==> src/sv/lfu_cache_lookup_insert_defines.svh <==
// ----------------------------------------------------------------------------
// LFU cache assertion macros
// Shared concurrent assertion forms for the LFU cache block.
// ----------------------------------------------------------------------------
`ifndef LFU_CACHE_LOOKUP_INSERT_DEFINES_SVH
`define LFU_CACHE_LOOKUP_INSERT_DEFINES_SVH

// The consequent must hold in the same cycle as the antecedent.
`define LFU_ASSERT_SAME(lbl, ante, cons) \
  lbl: assert property (@(posedge clk) disable iff (!rst_n) (ante) |-> (cons)) \
    else $error("lfu cache assertion failed");

// The consequent must hold in the cycle after the antecedent.
`define LFU_ASSERT_NEXT(lbl, ante, cons) \
  lbl: assert property (@(posedge clk) disable iff (!rst_n) (ante) |=> (cons)) \
    else $error("lfu cache assertion failed");

`endif

==> src/sv/lfu_pkg.sv <==
// ----------------------------------------------------------------------------
// LFU cache package
// Types and constants shared by the entry store, scan unit and top level.
// ----------------------------------------------------------------------------
`timescale 1ns / 1ps
`default_nettype none

package lfu_pkg;

  localparam logic [15:0] COUNT_MAX = 16'hFFFF;
  localparam logic [15:0] COUNT_ONE = 16'd1;
  localparam logic [4:0]  CAPACITY_RESET = 5'd16;

  // Register index as decoded from the word address.
  localparam logic REG_CAPACITY = 1'b0;

  typedef enum logic {
    CMD_GET = 1'b0,
    CMD_PUT = 1'b1
  } cmd_t;

  // One entry as read from the store.
  typedef struct packed {
    logic        valid;
    logic [31:0] key;
    logic [31:0] value;
    logic [15:0] count;
    logic [31:0] stamp;
  } entry_t;

  // Write request to the store; count and stamp are written on every write.
  typedef struct packed {
    logic        en;
    logic        key_en;
    logic        value_en;
    logic [31:0] key;
    logic [31:0] value;
    logic [15:0] count;
    logic [31:0] stamp;
  } wr_req_t;

  // Status collected by the scan unit over one request.
  typedef struct packed {
    logic        match_found;
    logic        victim_found;
    logic        free_found;
    logic [31:0] match_value;
    logic [15:0] match_count;
  } scan_stat_t;

endpackage

`default_nettype wire

==> src/sv/lfu_store.sv <==
// ----------------------------------------------------------------------------
// LFU entry store
// Entry memories with one registered read port and one write port, plus
// per-entry valid bits that reset clears.
// ----------------------------------------------------------------------------
`timescale 1ns / 1ps
`default_nettype none

module lfu_store #(
  parameter int ENTRIES = 16,
  parameter int IW = (ENTRIES > 1) ? $clog2(ENTRIES) : 1
) (
  input  wire logic             clk,
  input  wire logic             rst_n,
  input  wire logic             rd_en,
  input  wire logic [IW-1:0]    rd_addr,
  output lfu_pkg::entry_t       rd_data,
  input  wire lfu_pkg::wr_req_t wr,
  input  wire logic [IW-1:0]    wr_addr
);

  logic [ENTRIES-1:0] valid_r;
  logic [31:0]        mem_key   [ENTRIES];
  logic [31:0]        mem_value [ENTRIES];
  logic [15:0]        mem_count [ENTRIES];
  logic [31:0]        mem_stamp [ENTRIES];
  lfu_pkg::entry_t    rd_data_r;

  always_ff @(posedge clk) begin
    if (!rst_n) begin
      valid_r <= '0;
    end else if (wr.en) begin
      valid_r[wr_addr] <= 1'b1;
    end
  end

  always_ff @(posedge clk) begin
    if (wr.en) begin
      if (wr.key_en) begin
        mem_key[wr_addr] <= wr.key;
      end
      if (wr.value_en) begin
        mem_value[wr_addr] <= wr.value;
      end
      mem_count[wr_addr] <= wr.count;
      mem_stamp[wr_addr] <= wr.stamp;
    end
  end

  always_ff @(posedge clk) begin
    if (rd_en) begin
      rd_data_r.valid <= valid_r[rd_addr];
      rd_data_r.key   <= mem_key[rd_addr];
      rd_data_r.value <= mem_value[rd_addr];
      rd_data_r.count <= mem_count[rd_addr];
      rd_data_r.stamp <= mem_stamp[rd_addr];
    end
  end

  assign rd_data = rd_data_r;

endmodule

`default_nettype wire

==> src/sv/lfu_scan.sv <==
// ----------------------------------------------------------------------------
// LFU scan unit
// Examines one entry per cycle and keeps the first key match, the lowest free
// slot, the valid count and the least-count, oldest-stamp victim.
// ----------------------------------------------------------------------------
`timescale 1ns / 1ps
`default_nettype none

module lfu_scan #(
  parameter int ENTRIES = 16,
  parameter int IW = (ENTRIES > 1) ? $clog2(ENTRIES) : 1,
  parameter int CNT_W = $clog2(ENTRIES + 1)
) (
  input  wire logic            clk,
  input  wire logic            start,
  input  wire logic            eval,
  input  wire logic [IW-1:0]   eval_idx,
  input  wire lfu_pkg::entry_t entry,
  input  wire logic [31:0]     req_key,
  output lfu_pkg::scan_stat_t  stat,
  output logic [IW-1:0]        match_idx,
  output logic [IW-1:0]        victim_idx,
  output logic [IW-1:0]        free_idx,
  output logic [CNT_W-1:0]     used
);

  lfu_pkg::scan_stat_t stat_r, stat_nxt;
  logic [IW-1:0]       match_idx_r, match_idx_nxt;
  logic [IW-1:0]       victim_idx_r, victim_idx_nxt;
  logic [IW-1:0]       free_idx_r, free_idx_nxt;
  logic [CNT_W-1:0]    used_r, used_nxt;
  logic [15:0]         victim_count_r, victim_count_nxt;
  logic [31:0]         victim_stamp_r, victim_stamp_nxt;
  logic                better;

  always_comb begin
    stat_nxt         = stat_r;
    match_idx_nxt    = match_idx_r;
    victim_idx_nxt   = victim_idx_r;
    free_idx_nxt     = free_idx_r;
    used_nxt         = used_r;
    victim_count_nxt = victim_count_r;
    victim_stamp_nxt = victim_stamp_r;
    better = !stat_r.victim_found || (entry.count < victim_count_r) ||
             ((entry.count == victim_count_r) && (entry.stamp < victim_stamp_r));
    if (start) begin
      stat_nxt = '0;
      used_nxt = '0;
    end else if (eval) begin
      if (!entry.valid) begin
        if (!stat_r.free_found) begin
          stat_nxt.free_found = 1'b1;
          free_idx_nxt        = eval_idx;
        end
      end else begin
        used_nxt = used_r + CNT_W'(1);
        if (!stat_r.match_found && (entry.key == req_key)) begin
          stat_nxt.match_found = 1'b1;
          stat_nxt.match_value = entry.value;
          stat_nxt.match_count = entry.count;
          match_idx_nxt        = eval_idx;
        end
        if (better) begin
          stat_nxt.victim_found = 1'b1;
          victim_idx_nxt        = eval_idx;
          victim_count_nxt      = entry.count;
          victim_stamp_nxt      = entry.stamp;
        end
      end
    end
  end

  always_ff @(posedge clk) begin
    stat_r         <= stat_nxt;
    match_idx_r    <= match_idx_nxt;
    victim_idx_r   <= victim_idx_nxt;
    free_idx_r     <= free_idx_nxt;
    used_r         <= used_nxt;
    victim_count_r <= victim_count_nxt;
    victim_stamp_r <= victim_stamp_nxt;
  end

  assign stat       = stat_r;
  assign match_idx  = match_idx_r;
  assign victim_idx = victim_idx_r;
  assign free_idx   = free_idx_r;
  assign used       = used_r;

endmodule

`default_nettype wire

==> src/sv/lfu_cache_lookup_insert.sv <==
// ----------------------------------------------------------------------------
// LFU cache lookup and insert
// Key-value cache with least-frequently-used replacement and an oldest-touch
// tie break, run by a small sequencer over one shared scan unit.
// ----------------------------------------------------------------------------
// Each request scans all ENTRIES entries and then decides before the next beat
// is accepted: the scan reads one entry per cycle through the single read
// port of the entry memory, then the decide state writes back once the output
// can take the result, and in_stall stays high while the block is not idle.
// No clearing pass is needed after reset, since the valid bits clear at once.
// Capacity is written through the APB port at byte address 0 and values above
// ENTRIES act as ENTRIES. A miss returns hit 0 and value 0.
`timescale 1ns / 1ps
`default_nettype none
`include "lfu_cache_lookup_insert_defines.svh"

module lfu_cache_lookup_insert #(
  parameter int ENTRIES = 16
) (
  input  wire logic               clk,
  input  wire logic               rst_n,
  input  wire logic               in_valid,
  output logic                    in_stall,
  input  wire logic               in_cmd,
  input  wire logic signed [31:0] in_key,
  input  wire logic signed [31:0] in_value,
  output logic                    out_valid,
  input  wire logic               out_stall,
  output logic                    out_hit,
  output logic signed [31:0]      out_read_value,
  input  wire logic               psel,
  input  wire logic               penable,
  input  wire logic               pwrite,
  input  wire logic [2:0]         paddr,
  input  wire logic [31:0]        pwdata,
  output logic [31:0]             prdata,
  output logic                    pready
);

  localparam int IW = (ENTRIES > 1) ? $clog2(ENTRIES) : 1;
  localparam int CNT_W = $clog2(ENTRIES + 1);
  localparam int CW = (CNT_W > 5) ? CNT_W : 5;

  typedef enum logic [2:0] {
    ST_IDLE   = 3'b001,
    ST_SCAN   = 3'b010,
    ST_DECIDE = 3'b100
  } state_t;

  state_t              state_r, state_nxt;
  logic [CNT_W-1:0]    rd_cnt_r, rd_cnt_nxt;
  logic                eval_v_r;
  logic [IW-1:0]       eval_idx_r;
  logic [31:0]         clock_r;
  logic [31:0]         now_r;
  logic                cmd_r;
  logic [31:0]         key_r;
  logic [31:0]         value_r;
  logic [4:0]          capacity_r;
  logic                out_valid_r, out_valid_nxt;
  logic                out_hit_r;
  logic [31:0]         out_value_r;

  logic                accept;
  logic                rd_en;
  logic [IW-1:0]       rd_addr;
  lfu_pkg::entry_t     rd_data;
  lfu_pkg::wr_req_t    wr;
  logic [IW-1:0]       wr_addr;
  lfu_pkg::scan_stat_t stat;
  logic [IW-1:0]       match_idx;
  logic [IW-1:0]       victim_idx;
  logic [IW-1:0]       free_idx;
  logic [CNT_W-1:0]    used;

  logic                can_out;
  logic                decide_go;
  logic [CW-1:0]       cap_ext;
  logic [CW-1:0]       cap_eff;
  logic [15:0]         count_inc;
  logic                res_hit;
  logic [31:0]         res_value;

  assign accept   = in_valid && !in_stall;
  assign in_stall = (state_r != ST_IDLE);
  assign can_out  = !out_valid_r || !out_stall;
  assign decide_go = (state_r == ST_DECIDE) && can_out;

  // Sequencer.
  always_comb begin
    state_nxt  = state_r;
    rd_cnt_nxt = rd_cnt_r;
    rd_en      = 1'b0;
    rd_addr    = rd_cnt_r[IW-1:0];
    case (state_r)
      ST_IDLE: begin
        if (accept) begin
          state_nxt  = ST_SCAN;
          rd_cnt_nxt = '0;
        end
      end
      ST_SCAN: begin
        if (rd_cnt_r == CNT_W'(ENTRIES)) begin
          state_nxt = ST_DECIDE;
        end else begin
          rd_en      = 1'b1;
          rd_cnt_nxt = rd_cnt_r + CNT_W'(1);
        end
      end
      ST_DECIDE: begin
        if (can_out) begin
          state_nxt = ST_IDLE;
        end
      end
      default: begin
        state_nxt = ST_IDLE;
      end
    endcase
  end

  always_ff @(posedge clk) begin
    if (!rst_n) begin
      state_r     <= ST_IDLE;
      eval_v_r    <= 1'b0;
      clock_r     <= '0;
      capacity_r  <= lfu_pkg::CAPACITY_RESET;
      out_valid_r <= 1'b0;
    end else begin
      state_r     <= state_nxt;
      eval_v_r    <= rd_en;
      out_valid_r <= out_valid_nxt;
      if (accept) begin
        clock_r <= clock_r + 32'd1;
      end
      if (psel && penable && pwrite && pready && (paddr[2] == lfu_pkg::REG_CAPACITY)) begin
        capacity_r <= pwdata[4:0];
      end
    end
  end

  always_ff @(posedge clk) begin
    rd_cnt_r   <= rd_cnt_nxt;
    eval_idx_r <= rd_addr;
    if (accept) begin
      now_r   <= clock_r;
      cmd_r   <= in_cmd;
      key_r   <= $unsigned(in_key);
      value_r <= $unsigned(in_value);
    end
    if (decide_go) begin
      out_hit_r   <= res_hit;
      out_value_r <= res_value;
    end
  end

  // Decision and write-back.
  always_comb begin
    cap_ext   = CW'(capacity_r);
    cap_eff   = (cap_ext > CW'(ENTRIES)) ? CW'(ENTRIES) : cap_ext;
    count_inc = (stat.match_count == lfu_pkg::COUNT_MAX) ? lfu_pkg::COUNT_MAX :
                stat.match_count + 16'd1;
    wr          = '0;
    wr.key      = key_r;
    wr.value    = value_r;
    wr.stamp    = now_r;
    wr.count    = count_inc;
    wr_addr     = match_idx;
    res_hit     = 1'b0;
    res_value   = '0;
    if (cmd_r == lfu_pkg::CMD_GET) begin
      if (stat.match_found) begin
        wr.en     = 1'b1;
        res_hit   = 1'b1;
        res_value = stat.match_value;
      end
    end else if (cap_eff != '0) begin
      if (stat.match_found) begin
        wr.en       = 1'b1;
        wr.value_en = 1'b1;
        res_hit     = 1'b1;
      end else if (stat.victim_found || stat.free_found) begin
        wr.en       = 1'b1;
        wr.key_en   = 1'b1;
        wr.value_en = 1'b1;
        wr.count    = lfu_pkg::COUNT_ONE;
        if ((CW'(used) >= cap_eff) && stat.victim_found) begin
          wr_addr = victim_idx;
        end else if (stat.free_found) begin
          wr_addr = free_idx;
        end else begin
          wr_addr = victim_idx;
        end
      end
    end
    wr.en = wr.en && decide_go;
  end

  always_comb begin
    out_valid_nxt = out_valid_r;
    if (decide_go) begin
      out_valid_nxt = 1'b1;
    end else if (!out_stall) begin
      out_valid_nxt = 1'b0;
    end
  end

  lfu_store #(
    .ENTRIES (ENTRIES),
    .IW      (IW)
  ) u_store (
    .clk     (clk),
    .rst_n   (rst_n),
    .rd_en   (rd_en),
    .rd_addr (rd_addr),
    .rd_data (rd_data),
    .wr      (wr),
    .wr_addr (wr_addr)
  );

  lfu_scan #(
    .ENTRIES (ENTRIES),
    .IW      (IW),
    .CNT_W   (CNT_W)
  ) u_scan (
    .clk        (clk),
    .start      (accept),
    .eval       (eval_v_r),
    .eval_idx   (eval_idx_r),
    .entry      (rd_data),
    .req_key    (key_r),
    .stat       (stat),
    .match_idx  (match_idx),
    .victim_idx (victim_idx),
    .free_idx   (free_idx),
    .used       (used)
  );

  assign out_valid      = out_valid_r;
  assign out_hit        = out_hit_r;
  assign out_read_value = $signed(out_value_r);
  assign pready         = 1'b1;
  assign prdata         = (paddr[2] == lfu_pkg::REG_CAPACITY) ? {27'd0, capacity_r} : 32'd0;

  `LFU_ASSERT_NEXT(a_accept_then_busy, accept, in_stall)
  `LFU_ASSERT_NEXT(a_decide_gives_beat, decide_go, out_valid)
  `LFU_ASSERT_SAME(a_write_only_in_decide, wr.en, (state_r == ST_DECIDE) && can_out)
  `LFU_ASSERT_SAME(a_no_read_outside_scan, rd_en, state_r == ST_SCAN)

endmodule

`default_nettype wire
==> config.mk <==
export PLATFORM = sky130hd
export DESIGN_NAME = lfu_cache_lookup_insert
export DESIGN_NICKNAME = d
export VERILOG_FILES = /design/src/sv/lfu_pkg.sv /design/src/sv/lfu_store.sv /design/src/sv/lfu_scan.sv /design/src/sv/lfu_cache_lookup_insert.sv
export VERILOG_INCLUDE_DIRS = /design/src /design/src/sv
export SDC_FILE = /design/constraint.sdc
export NUM_CORES = 2
export LEC_CHECK = 0
export BUFFER_PORTS_ARGS = -buffer_cell sky130_fd_sc_hd__buf_4
export CORE_MARGIN = 2
export CORE_UTILIZATION = 41
export DETAILED_ROUTE_END_ITERATION = 8
export HOLD_SLACK_MARGIN = 0.15
export RECOVER_POWER = 100
export SYNTH_ARGS = -nofsm -noshare
export SYNTH_HDL_FRONTEND = slang
export SYNTH_SLANG_ARGS = --single-unit
==> constraint.sdc <==
create_clock -name clk -period 24.2 [get_ports clk]
set_input_delay 3.63 -clock clk [delete_from_list [all_inputs] [get_ports clk]]
set_output_delay 3.63 -clock clk [all_outputs]
set_load 0.01 [all_outputs]
==> metrics.csv <==
metric;value;unit
unrepaired setup endpoints after global routing;false;
Slowest-stage cell, CP;clkbuf_1;
Final TNS setup;0;ns
uppermost layer routed;met4;
most frequent cells in the layout;2100 x edfxtp_1, 565 x mux4_2, 218 x clkbuf_16;
Starting DRT DRC Count;3400;
total power;7.90;mW
clock sinks;2218;
share of layout cells above drive strength 1;0.238;
total setup buffers inserted after CTS;0;
CTS Hold Bufs;0;
CTS max path bufs;3;
clk slew on worst S/H paths;0.06;ns
violated checks;max-capacitance violations, max-slew violations;
Worst Setup SP;rd_cnt_r[2]$_SDFFCE_PN0P_;
Setup-failing EPs final;0;
largest net degree at the start of global routing;119;
GPL Wtd Cong;0.726;
hold slack;0.420;ns
period utilization;0.541;
Max-Slew Margin vs Limit;-5.25;
Hold Vio Cnt, Final;0;
CP cell instances;clkbuf_1, nor4bb_1, nor2_4, clkbuf_1, clkbuf_1;
Layout area overhead;13.1;%
register area share after synthesis;0.781;
vias in the first global route;39000;
Storage cell area;0.0654;mm2
Reg-to-Reg End;u_store.rd_data[36]$_DFFE_PP_;
main area contributors after synthesis;edfxtp_1 75%, mux4_2 15%, dfxtp_1 2.8%;
CP delay by family, top;buffers and inverters;
hpwl dp;88600;um
Skew-Pair Late Insertion Delay;0.86;ns
flop-to-flop setup slack;11.11;ns
fraction of registers with async set/reset;0;
Die Span X;456;um
prevailing post-synth register cell;edfxtp_1;
Total GRT Usage;0.173;
CTS tree;done;
commonest non-fill, non-tap cell in the layout;edfxtp_1;
Slew @ Worst Pin;9.37;ns
Largest stage delay, worst path;6.48;ns
Crit path buffers/inverters;3;
VDD IR max;0.0686;mV
Root Driver;clkbuf_16;
DRT Pass-1 Iters;5;
die height;456;um
fillers;16500;
num rows;165;
post_cts resized;0;
H-Tree Depth;4;
global-route wire length before repair;265000;um
number of flops mapped to enable cells by yosys;2100;
Routed Antenna Nets;0;
initial antenna violation count;2;
Ys Warns;0;
Met2 Routed Length;92900;um
CP Capture Type;register;
arrival time at the worst endpoint;13.44;ns
Synth area leader;edfxtp_1;
wire per inst;26.3;um
count of input and output buffers;117;
Synth Register Bits;2218;
max cap viols;72;
Levels on crit path;5;
Routed WL;180000;um
f_max;76.4;MHz
mean area per synthesized cell;22.5;um2
Overflow after GRT;0;
routed vias;37100;
M1 wire length;76000;um
Pleak;29.4;nW
WS Path Type;register to register;
Ports;175;
critical path's most frequent cell;clkbuf_1;
Crit path required time;24.54;ns
kind of start point of the critical path;register;
PwrDens;83.4;mW/mm2
Netlist cell types;61;
Multi-input gate area;0.0176;mm2
CTS buffer count;216;
top-area cell type share of the netlist area;0.753;
worst setup path end;u_store.rd_data[36]$_DFFE_PP_;
WL met3;6970;um
min cycle time layout;13.09;ns
Pins Over Slew Limit;2635;
Nets;4153;
DR vias/cell;5.41;
Post-route DRC;0;
Hold Path Class;register to register;
Mapped Area;0.0838;mm2
core region area;0.203;mm2
die area;0.208;mm2
Max FO, Critical Path;82;
Setup Skew;0.0569;ns
worst r2r src;rd_cnt_r[2]$_SDFFCE_PN0P_;
outcome;finished with violations;
Post-Synthesis Cells;3721;
R2R cell count;5;
Initial Util;0.414;
## cell usage after synthesis (all sizes together) (3+ instances only)
master,n
and4,6
a21o,6
nand2b,4
nor2,154
nand2,45
mux4,565
or2,4
buf,86
nor2b,15
nand3,34
a21oi,43
nor4,11
edfxtp,2100
xnor2,27
xor2,48
and2,38
or3,11
mux2i,55
inv,63
nand4,24
o211ai,3
ha,57
a211oi,3
o21a,18
and3,9
clkbuf,104
o21ai,21
a31oi,3
dfxtp,118
nor3,18
## worst min path at each step
| stage | from | endpoint | slack (ns) | cells past startpoint |
|---|---|---|---|---|
| 2_1_floorplan | rd_cnt_r[2]$_SDFFCE_PN0P_ | eval_idx_r[2]$_DFF_P_ | 0.35 | 0 |
| 3_3_place_gp | eval_idx_r[1]$_DFF_P_ | u_scan.victim_idx[1]$_DFFE_PP_ | 0.42 | 0 |
| 3_5_place_dp | eval_idx_r[3]$_DFF_P_ | u_scan.match_idx[3]$_DFFE_PP_ | 0.44 | 0 |
| 4_1_cts | u_store.rd_data[11]$_DFFE_PP_ | u_scan.victim_stamp_r[11]$_DFFE_PP_ | 0.43 | 0 |
| 5_1_grt | u_store.rd_data[13]$_DFFE_PP_ | u_scan.victim_stamp_r[13]$_DFFE_PP_ | 0.45 | 0 |
| 6_report | u_store.rd_data[11]$_DFFE_PP_ | u_scan.victim_stamp_r[11]$_DFFE_PP_ | 0.42 | 0 |
## metal layers
layer | vias up | track usage
li1 | 16000 | -
met1 | 20100 | 0.228
met2 | 828 | 0.298
met3 | 238 | 0.0242
met4 | 0 | 0.0535
met5 | - | 0
## report_power, final
part           internal (mW)  switching [mW]  leakage [nW]
clock                   1.87            1.44          3.44
sequential              4.23          0.0491          20.0
combinational          0.166           0.149          5.96
## kinds of logic (layout without fill, tap and decap cells)
kind of cell / after synthesis / count (layout) / share of synthesized area
other cells: 2 / 32 / 0.0000897
mux: 622 / 622 / 0.159
fa+ha+maj: 57 / 57 / 0.00852
compound gates: 110 / 110 / 0.00822
flops: 2218 / 2218 / 0.781
simple gates: 384 / 384 / 0.0227
buf+inv: 253 / 679 / 0.0127
xor+xnor: 75 / 75 / 0.00784
## registers in the layout (all words and copies together) (netlist names), 51 cells and up
signal and flops:
u_scan.stat 51, u_store.mem_count 256, u_store.mem_key 512, u_store.mem_stamp 512
u_store.mem_value 512, u_store.rd_data 113
## layout make-up
cell class,instances,area share
inverter,63,0.00250
tap,2672,0.0353
sequential,2218,0.691
clock buffer,274,0.0611
antenna,4,0.000106
multi-input combinational,1276,0.186
clock inverter,128,0.0129
timing repair buffer,214,0.0112
## per-stage QoR
stage | instances | setup WS, ns | utilization | cell area (um2)
after floorplan | 3747 | 12.94 | - | 83800
after global placement | 6443 | 16.58 | 0.436 | 88400
after detailed placement | 6443 | 16.55 | 0.436 | 88400
after CTS | 6845 | 16.55 | 0.471 | 95400
after global routing | 6846 | 9.69 | 0.468 | 94700
final | 6849 | 11.11 | 0.468 | 94700
No activity file was read; power rests on OpenSTA's default activity.
